$ cat config.mk
export PLATFORM = sky130hd
export DESIGN_NAME = http_byte_range_parser
export DESIGN_NICKNAME = d
export VERILOG_FILES = /design/src/rtl/core/hrp_pkg.sv /design/src/rtl/core/hrp_parse.sv /design/src/rtl/core/http_byte_range_parser.sv
export VERILOG_INCLUDE_DIRS = /design/src /design/src/rtl/core
export SDC_FILE = /design/constraint.sdc
export NUM_CORES = 2
export LEC_CHECK = 0
export BUFFER_PORTS_ARGS = -buffer_cell sky130_fd_sc_hd__buf_2
export CAP_MARGIN = 25
export CORE_ASPECT_RATIO = 0.9
export CORE_MARGIN = 3
export CORE_UTILIZATION = 26
export CTS_CLUSTER_DIAMETER = 200
export DETAILED_ROUTE_END_ITERATION = 10
export HOLD_SLACK_MARGIN = 0.15
export PLACE_DENSITY = 0.44
export SLEW_MARGIN = 20
export SYNTH_ARGS = -nofsm -noshare
export SYNTH_HDL_FRONTEND = slang
export SYNTH_SLANG_ARGS = --single-unit
$ cat constraint.sdc
create_clock -name i_clk -period 6.8 [get_ports i_clk]
set_input_delay 0.34 -clock i_clk [delete_from_list [all_inputs] [get_ports i_clk]]
set_output_delay 0.34 -clock i_clk [all_outputs]
set_load 0.005 [all_outputs]
$ cat src/rtl/core/http_byte_range_parser_macros.svh
// Assertion macros for the byte range parser.
`ifndef HTTP_BYTE_RANGE_PARSER_MACROS_SVH
`define HTTP_BYTE_RANGE_PARSER_MACROS_SVH
`ifndef ASSERT_OFF
// Checks that a condition implies a consequence in the same cycle.
`define HRP_ASSERT_IMPLY(lbl, clk, rst_n, ante, cons) \
    lbl: assert property (@(posedge clk) disable iff (!rst_n) (ante) |-> (cons)) \
        else $error("hrp: same-cycle implication failed");
// Checks that a condition implies a consequence in the next cycle.
`define HRP_ASSERT_NEXT(lbl, clk, rst_n, ante, cons) \
    lbl: assert property (@(posedge clk) disable iff (!rst_n) (ante) |=> (cons)) \
        else $error("hrp: next-cycle implication failed");
`else
`define HRP_ASSERT_IMPLY(lbl, clk, rst_n, ante, cons)
`define HRP_ASSERT_NEXT(lbl, clk, rst_n, ante, cons)
`endif
`endif

$ cat src/rtl/core/hrp_pkg.sv
// Package with the types and constants shared by the byte range parser.
package hrp_pkg;

    localparam int OUT_W = 63;

    localparam logic [1:0] OUTCOME_PARTIAL = 2'd0;
    localparam logic [1:0] OUTCOME_FULL    = 2'd1;
    localparam logic [1:0] OUTCOME_BAD     = 2'd2;

    localparam logic [7:0] CH_NUL   = 8'h00;
    localparam logic [7:0] CH_SPACE = 8'h20;
    localparam logic [7:0] CH_DASH  = 8'h2D;
    localparam logic [7:0] CH_ZERO  = 8'h30;
    localparam logic [7:0] CH_NINE  = 8'h39;

    localparam logic [3:0] PREFIX_LEN = 4'd6;
    localparam logic [3:0] MIN_LEN    = 4'd8;

    typedef enum logic [6:0] {
        PH_PREFIX  = 7'b0000001,
        PH_LEAD    = 7'b0000010,
        PH_START   = 7'b0000100,
        PH_GAP     = 7'b0001000,
        PH_ENDLEAD = 7'b0010000,
        PH_ENDNUM  = 7'b0100000,
        PH_TAIL    = 7'b1000000
    } t_phase;

    typedef enum logic [1:0] {
        EV_NONE = 2'd0,
        EV_FULL = 2'd1,
        EV_BAD  = 2'd2
    } t_early;

    // What the final stage still has to decide for a finished value.
    typedef enum logic [1:0] {
        K_FULL  = 2'd0,
        K_BAD   = 2'd1,
        K_RANGE = 2'd2
    } t_kind;

    typedef struct packed {
        logic  short_value;
        t_kind kind;
        logic  end_given;
    } t_fin;

    // The expected "bytes=" prefix, one character per position.
    function automatic logic [7:0] prefix_char(input logic [2:0] idx);
        logic [7:0] c;
        case (idx)
            3'd0:    c = 8'h62;
            3'd1:    c = 8'h79;
            3'd2:    c = 8'h74;
            3'd3:    c = 8'h65;
            3'd4:    c = 8'h73;
            3'd5:    c = 8'h3D;
            default: c = CH_NUL;
        endcase
        return c;
    endfunction

endpackage

$ cat src/rtl/core/hrp_parse.sv
// Per-byte parse state machine and decimal accumulators of the range parser.
module hrp_parse
    import hrp_pkg::*;
#(
    parameter int OFFSET_BITS = 63
) (
    input  logic                   i_clk,
    input  logic                   i_rst_n,
    input  logic                   i_step,
    input  logic [7:0]             i_value_byte,
    input  logic                   i_last_byte,
    output t_fin                   o_fin,
    output logic [OFFSET_BITS-1:0] o_start,
    output logic [OFFSET_BITS-1:0] o_end
);

    localparam logic [OFFSET_BITS-1:0] DEC_LIMIT =
        OFFSET_BITS'(((64'd1 << OFFSET_BITS) - 64'd1) / 64'd10);

    t_phase                 r_phase, n_phase;
    t_early                 r_ev, n_ev;
    logic [3:0]             r_pos, n_pos;
    logic [OFFSET_BITS-1:0] r_start, n_start;
    logic [OFFSET_BITS-1:0] r_end, n_end;
    logic                   r_eg, n_eg;

    logic                   is_digit;
    logic [OFFSET_BITS-1:0] digit_val;
    logic [OFFSET_BITS-1:0] start_acc, end_acc;

    assign is_digit  = (i_value_byte >= CH_ZERO) && (i_value_byte <= CH_NINE);
    assign digit_val = OFFSET_BITS'(i_value_byte[3:0]);
    assign start_acc = (r_start << 3) + (r_start << 1) + digit_val;
    assign end_acc   = (r_end << 3) + (r_end << 1) + digit_val;

    always_comb begin
        n_phase = r_phase;
        n_ev    = r_ev;
        n_start = r_start;
        n_end   = r_end;
        n_eg    = r_eg;
        n_pos   = (r_pos < MIN_LEN) ? r_pos + 4'd1 : r_pos;
        if (r_ev == EV_NONE) begin
            unique case (r_phase)
                PH_PREFIX: begin
                    if (r_pos >= PREFIX_LEN || i_value_byte != prefix_char(r_pos[2:0])) begin
                        n_ev = EV_FULL;
                    end else if (r_pos == PREFIX_LEN - 4'd1) begin
                        n_phase = PH_LEAD;
                    end
                end
                PH_LEAD: begin
                    if (i_value_byte == CH_SPACE) begin
                        n_phase = PH_LEAD;
                    end else if (is_digit) begin
                        n_start = digit_val;
                        n_phase = PH_START;
                    end else begin
                        n_ev = EV_BAD;
                    end
                end
                PH_START: begin
                    if (is_digit) begin
                        if (r_start >= DEC_LIMIT) begin
                            n_ev = EV_BAD;
                        end else begin
                            n_start = start_acc;
                        end
                    end else if (i_value_byte == CH_SPACE) begin
                        n_phase = PH_GAP;
                    end else if (i_value_byte == CH_DASH) begin
                        n_phase = PH_ENDLEAD;
                    end else begin
                        n_ev = EV_BAD;
                    end
                end
                PH_GAP: begin
                    if (i_value_byte == CH_DASH) begin
                        n_phase = PH_ENDLEAD;
                    end else if (i_value_byte != CH_SPACE) begin
                        n_ev = EV_BAD;
                    end
                end
                PH_ENDLEAD: begin
                    if (is_digit) begin
                        n_end   = digit_val;
                        n_eg    = 1'b1;
                        n_phase = PH_ENDNUM;
                    end else if (i_value_byte != CH_SPACE &&
                                 !(i_value_byte == CH_NUL && i_last_byte)) begin
                        // A NUL as the very last byte stands for an open end.
                        n_ev = EV_FULL;
                    end
                end
                PH_ENDNUM: begin
                    if (is_digit) begin
                        if (r_end >= DEC_LIMIT) begin
                            n_ev = EV_BAD;
                        end else begin
                            n_end = end_acc;
                        end
                    end else if (i_value_byte == CH_SPACE || i_value_byte == CH_NUL) begin
                        n_phase = PH_TAIL;
                    end else begin
                        n_ev = EV_FULL;
                    end
                end
                PH_TAIL: begin
                    if (i_value_byte != CH_SPACE && i_value_byte != CH_NUL) begin
                        n_ev = EV_FULL;
                    end
                end
                default: begin
                    n_ev = EV_FULL;
                end
            endcase
        end
    end

    // Classify the value as it stands after this byte.
    always_comb begin
        o_fin.short_value = (n_pos < MIN_LEN);
        o_fin.end_given   = n_eg;
        unique case (n_ev)
            EV_FULL: o_fin.kind = K_FULL;
            EV_BAD:  o_fin.kind = K_BAD;
            default: begin
                if (n_phase == PH_START || n_phase == PH_GAP) begin
                    o_fin.kind = K_BAD;
                end else if (n_phase == PH_ENDLEAD || n_phase == PH_ENDNUM ||
                             n_phase == PH_TAIL) begin
                    o_fin.kind = K_RANGE;
                end else begin
                    o_fin.kind = K_FULL;
                end
            end
        endcase
    end

    assign o_start = n_start;
    assign o_end   = n_end;

    always_ff @(posedge i_clk) begin
        if (!i_rst_n) begin
            r_phase <= PH_PREFIX;
            r_ev    <= EV_NONE;
            r_pos   <= 4'd0;
            r_start <= '0;
            r_end   <= '0;
            r_eg    <= 1'b0;
        end else if (i_step) begin
            if (i_last_byte) begin
                r_phase <= PH_PREFIX;
                r_ev    <= EV_NONE;
                r_pos   <= 4'd0;
                r_start <= '0;
                r_end   <= '0;
                r_eg    <= 1'b0;
            end else begin
                r_phase <= n_phase;
                r_ev    <= n_ev;
                r_pos   <= n_pos;
                r_start <= n_start;
                r_end   <= n_end;
                r_eg    <= n_eg;
            end
        end
    end

endmodule

$ cat src/rtl/core/http_byte_range_parser.sv
// Top level of the HTTP Range header parser for one byte range.
// Throughput: one header byte per cycle; input ready drops only while a verdict is stuck.
// A verdict is registered first in the snapshot register and then in the output register.
// Stage one is the parse state machine, stage two the end clamp and start/end compare.
// Reset is synchronous and active low: parse state clears, the file size becomes zero,
// and both verdict stages empty.
`include "http_byte_range_parser_macros.svh"
module http_byte_range_parser
    import hrp_pkg::*;
#(
    parameter int OFFSET_BITS = 63
) (
    input  logic             i_clk,
    input  logic             i_rst_n,
    // Configuration: file size in bytes.
    input  logic             i_cfg_we,
    input  logic [OUT_W-1:0] i_cfg_wdata,
    // Header value bytes.
    input  logic             i_in_valid,
    output logic             o_in_ready,
    input  logic [7:0]       i_value_byte,
    input  logic             i_last_byte,
    // Verdicts.
    output logic             o_out_valid,
    input  logic             i_out_ready,
    output logic [1:0]       o_outcome,
    output logic [OUT_W-1:0] o_first_offset,
    output logic [OUT_W-1:0] o_final_offset
);

    // File size and its value minus one, both kept so the clamp needs no subtractor.
    logic [OFFSET_BITS-1:0] r_fs;
    logic [OFFSET_BITS-1:0] r_fs_m1;

    // Snapshot of a finished value, waiting for the clamp stage.
    logic                   r_fin_valid;
    t_fin                   r_fin;
    logic [OFFSET_BITS-1:0] r_fin_start;
    logic [OFFSET_BITS-1:0] r_fin_end;

    // Output register.
    logic                   r_out_valid;
    logic [1:0]             r_outcome;
    logic [OUT_W-1:0]       r_first;
    logic [OUT_W-1:0]       r_final;

    logic                   step;
    logic                   fin_move;
    t_fin                   parse_fin;
    logic [OFFSET_BITS-1:0] parse_start;
    logic [OFFSET_BITS-1:0] parse_end;

    logic [1:0]             n_outcome;
    logic [OUT_W-1:0]       n_first;
    logic [OUT_W-1:0]       n_final;
    logic                   end_past_file;
    logic [OFFSET_BITS-1:0] clamped_end;

    // The snapshot stage moves on whenever the output register is empty or being drained.
    // The input stalls only while the snapshot holds a verdict and the output register
    // holds another one that is not being taken.
    assign fin_move   = r_fin_valid && (!r_out_valid || i_out_ready);
    assign o_in_ready = !r_fin_valid || fin_move;
    assign step       = i_in_valid && o_in_ready;

    hrp_parse #(
        .OFFSET_BITS(OFFSET_BITS)
    ) u_parse (
        .i_clk       (i_clk),
        .i_rst_n     (i_rst_n),
        .i_step      (step),
        .i_value_byte(i_value_byte),
        .i_last_byte (i_last_byte),
        .o_fin       (parse_fin),
        .o_start     (parse_start),
        .o_end       (parse_end)
    );

    // End clamp: an open end, or an end at or past the file size, becomes size minus one.
    assign end_past_file = (r_fin_end >= r_fs);
    assign clamped_end   = (r_fin.end_given && !end_past_file) ? r_fin_end : r_fs_m1;

    always_comb begin
        n_outcome = OUTCOME_FULL;
        n_first   = '0;
        n_final   = '0;
        // An empty file or a value shorter than eight bytes always sends the whole file.
        if (r_fs != '0 && !r_fin.short_value) begin
            case (r_fin.kind)
                K_BAD: begin
                    n_outcome = OUTCOME_BAD;
                end
                K_RANGE: begin
                    if (r_fin_start > clamped_end) begin
                        n_outcome = OUTCOME_BAD;
                    end else begin
                        n_outcome = OUTCOME_PARTIAL;
                        n_first   = OUT_W'(r_fin_start);
                        n_final   = OUT_W'(clamped_end);
                    end
                end
                default: begin
                    n_outcome = OUTCOME_FULL;
                end
            endcase
        end
    end

    always_ff @(posedge i_clk) begin
        if (!i_rst_n) begin
            r_fs        <= '0;
            r_fs_m1     <= '1;
            r_fin_valid <= 1'b0;
            r_out_valid <= 1'b0;
        end else begin
            if (i_cfg_we) begin
                r_fs    <= OFFSET_BITS'(i_cfg_wdata);
                r_fs_m1 <= OFFSET_BITS'(i_cfg_wdata) - OFFSET_BITS'(1);
            end
            if (step && i_last_byte) begin
                r_fin_valid <= 1'b1;
            end else if (fin_move) begin
                r_fin_valid <= 1'b0;
            end
            if (fin_move) begin
                r_out_valid <= 1'b1;
            end else if (i_out_ready) begin
                r_out_valid <= 1'b0;
            end
        end
    end

    // Payload registers carry no reset.
    always_ff @(posedge i_clk) begin
        if (step && i_last_byte) begin
            r_fin       <= parse_fin;
            r_fin_start <= parse_start;
            r_fin_end   <= parse_end;
        end
        if (fin_move) begin
            r_outcome <= n_outcome;
            r_first   <= n_first;
            r_final   <= n_final;
        end
    end

    assign o_out_valid    = r_out_valid;
    assign o_outcome      = r_outcome;
    assign o_first_offset = r_first;
    assign o_final_offset = r_final;

    // A partial range never starts after its end.
    `HRP_ASSERT_IMPLY(a_partial_ordered, i_clk, i_rst_n, o_out_valid && o_outcome == OUTCOME_PARTIAL, o_first_offset <= o_final_offset)
    // A partial range always ends inside the file.
    `HRP_ASSERT_IMPLY(a_partial_in_file, i_clk, i_rst_n, o_out_valid && o_outcome == OUTCOME_PARTIAL, o_final_offset < OUT_W'(r_fs))
    // Any verdict other than partial carries zero offsets.
    `HRP_ASSERT_IMPLY(a_other_zero, i_clk, i_rst_n, o_out_valid && o_outcome != OUTCOME_PARTIAL, o_first_offset == '0 && o_final_offset == '0)
    // A snapshot that does not move on to the output register stays held.
    `HRP_ASSERT_NEXT(a_fin_held, i_clk, i_rst_n, r_fin_valid && !fin_move, r_fin_valid)

endmodule

==> summary.md <==
| Metric | Value |
|---|---|
| DR vias | `27.9k` |
| Die Span X | `386 um` |
| Sequential power share | `43.1%` |
| Detailed-router iteration count before antenna repair | `5` |
| Fin. max-slew vios | `0` |
| Synth-to-Final Area Change | `18.2%` |
| Async S/R FF share, synth | `0%` |
| Sink Count | `526` |
| Syn Nets | `4024` |
| Num CTS Buffers | `68` |
| R2r setup slk | `0.48 ns` |
| Min-delay src | `i_cfg_we` |
| Mapped cell area | `33700 um^2` |
| Critical path class | `reg2reg` |
| Max-slew headroom | `31.6%` |
| Root buffer cell | `clkbuf_16` |
| Layout cells sized above 1 | `10.9%` |
| Crit path required time | `7.25 ns` |
| Reg2reg start | `r_fin_end[1]` |
| MaxCap Viol Count | `0` |
| Reg clk slew, reported paths | `0.06 ns` |
| Placed cell areas | `36600 um^2` |
| Pleak | `0.0175 uW` |
| Status | `finished clean` |
| Synth area leaders | `edfxtp_1 (23%), dfxtp_1 (16%), ha_1 (14%)` |
| Final Core Density | `31.2%` |
| I/O pins | `207` |
| Full die area | `134000 um^2` |
| Critical path peak fanout | `48` |
| Clk pwr share | `49.7%` |
| Maximum clock path buffer count | `3` |
| CTS tree | `yes` |
| Total core area | `128000 um^2` |
| Detail Placement HPWL | `97.5 mm` |
| Wire per inst | `22.6 um` |
| Setup Skew | `0.0296 ns` |
| Final setup fails | `0` |
| Top cell type's share of synthesized area | `23.0%` |
| RSZ-0062 raised after global routing | `false` |
| Critical Path AT | `6.78 ns` |
| Nets | `4234` |
| Switching Power | `1970 uW` |
| Hold/Removal Path Class | `in2reg` |
| Hold WS | `0.229 ns` |
| Period utilisation layout | `93.0%` |
| Unique masters post-synth | `88` |
| Drt first-iter violations | `2035` |
| Hold depth | `4` |
| Initial antenna violation count | `25` |
| First-pass GRT wire length | `183 mm` |
| Vias in the first global route | `27.0k` |
| Setup TNS | `0 ns` |
| Cell taking the most area after synthesis | `edfxtp_1` |
| Initial Utilization | `26.4%` |
| FMAX | `0.158 GHz` |
| Largest net degree at the start of global routing | `116` |
| R2R cell count | `24` |
| Crit path capture type | `flop` |
| Routability congestion estimate | `0.879` |
| Fin. Hold Viols | `0` |
| Synthesized instance count | `3569` |
| Post-synthesis sequential area ratio | `38.9%` |
| Switch share | `24.5%` |
| Combinational Power Share | `7.2%` |
| Setup bufs post-CTS | `0` |
| Final ANT Viol Nets | `0` |
| Final Critical Period | `6.32 ns` |
| Ys flop type | `dfxtp_1` |
| Worst Hold End | `r_fs_m1[13]` |
| EDFF count, synth | `258` |
| Post-Route WL | `125 mm` |
| H-tree depth | `3` |
| Seq cells post-synth | `526` |
| IO Port Bufs | `206` |
| Most common cell after layout, fill and taps aside | `ha_1` |
| DR DRC count | `0` |
| YS warnings | `0` |
| Global route total overflow | `0` |
| DR vias/cell | `5.03` |
| VDD IR max | `0.163 mV` |
| Num rows | `124` |
| Cell-internal power | `6060 uW` |
| R2r endpoint | `o_final_offset[9]` |
| Slew at the pin with the worst max-slew slack | `1.02 ns` |
| DIE HEIGHT | `348 um` |
| Tot GR Track Use | `18.2%` |
| Most frequent cells in the layout | `ha_1 (374), nand2_1 (360), dfxtp_1 (268)` |
| Worst skew pair latency | `0.63 ns` |
| Crit start category | `flop` |
| Cell area power density | `202 nW/um^2` |
| Final Instance Area | `39900 um^2` |
| Fill cells | `13.4k` |
| Syn Area/Cell | `9.46 um^2` |
## worst max-delay path by stage
stage / cells past startpoint / end / start
finish: 24 / o_final_offset[9] / r_fin_end[1]
global route: 26 / o_final_offset[19] / r_fs[40]
CTS: 25 / o_final_offset[2] / r_fin_end[40]
detailed placement: 26 / o_final_offset[2] / r_fs[55]
global placement: 26 / o_final_offset[23] / r_fs[55]
floorplan: 2 / o_final_offset[0] / o_out_valid
## per-stage QoR
stage / instances / setup WS [ns] / power (uW)
finish: 5549 / 0.476 / 8040
global route: 5539 / 0.127 / 8330
floorplan: 3569 / 0.0457 / 3810
CTS: 5533 / 0.0688 / 8140
detailed placement: 5342 / 0.149 / 4080
global placement: 5341 / 0.0462 / 4080
## worst max-delay path: stages (launching register included)
cell	delay [ns]
edfxtp_1	0.42
ha_1	0.33
nor2b_1	0.12
o21ai_0	0.07
nand2b_1	0.07
a211oi_1	0.06
o21ai_0	0.32
a21oi_1	0.11
o21ai_0	0.17
a211oi_2	0.17
o21ai_4	0.73
buf_4	0.46
mux2i_1	0.24
buf_4	0.17
ha_1	0.24
a21o_1	0.18
a21o_1	0.16
a21oi_1	0.15
o21ai_0	0.10
a221oi_1	0.27
o21ai_0	0.27
a2bb2oi_1	0.24
or3b_2	0.50
buf_4	0.30
nor2_1	0.20
## synth_stat cells (99+ instances only)
library cell	n
dfxtp_1	268
nand2_1	361
edfxtp_1	258
ha_1	374
a22o_1	124
inv_1	125
nor2_1	218
a21o_1	117
clkbuf_1	144
mux2i_1	133
a21oi_1	214
nor2b_1	99
o21ai_0	251
## flip-flops by register name (all words and copies together) (netlist names), 2 cells and up
signal           count
o_final_offset      63
o_first_offset      63
o_outcome            2
r_fin                4
r_fin_end           63
r_fin_start         63
r_fs                63
r_fs_m1             63
u_parse.r_end       63
u_parse.r_ev         2
u_parse.r_phase      7
u_parse.r_pos        4
u_parse.r_start     63
## area by class of cell
cell class              count  area, um^2  share of cell area (%)
repair buffers            306        2020                    5.06
diodes                     14        35.0                  0.0879
well taps                1701        2130                    5.34
inverters                 125         474                    1.19
multi-input cells        2752       19600                    49.2
clock inverters            38         532                    1.33
flip-flops and latches    526       13100                    32.9
clock buffers              87        1940                    4.86
## repair_timing
action | in CTS | in global routing
gates resized for setup | 0 | 5
hold endpoints to repair | 113 | 0
hold buffers | 66 | 0
setup endpoints to repair | 0 | 126
## cells by family (layout without fill, tap and decap cells)
logic type      Yosys count  after routing  synth area share (%)
simple gates           1112           1112                  16.7
compound gates          955            955                  18.5
flops                   526            526                  38.9
fa+ha+maj               378            378                  14.1
buf+inv                 291            556                  3.28
xor+xnor                172            172                  4.46
mux                     135            135                  4.01
other cells               0             14                     0
## power groups by stage
stage,clock network (uW),logic (uW),registers [uW]
2_1_floorplan,0,314,3500
3_3_place_gp,0,546,3530
3_5_place_dp,0,547,3530
4_1_cts,4090,582,3460
5_1_grt,4220,641,3470
6_report,3990,581,3460
## per-layer routing
| metal | global-route usage (%) | vias up | routed length [um] |
|---|---|---|---|
| met5 | 0 | - | 34 |
| met4 | 5.59 | 6 | 3550 |
| met3 | 3.63 | 147 | 8090 |
| met2 | 27.6 | 748 | 53900 |
| met1 | 25.8 | 13400 | 59700 |
| li1 | - | 13600 | - |
Power figures use the tool's default switching activity.
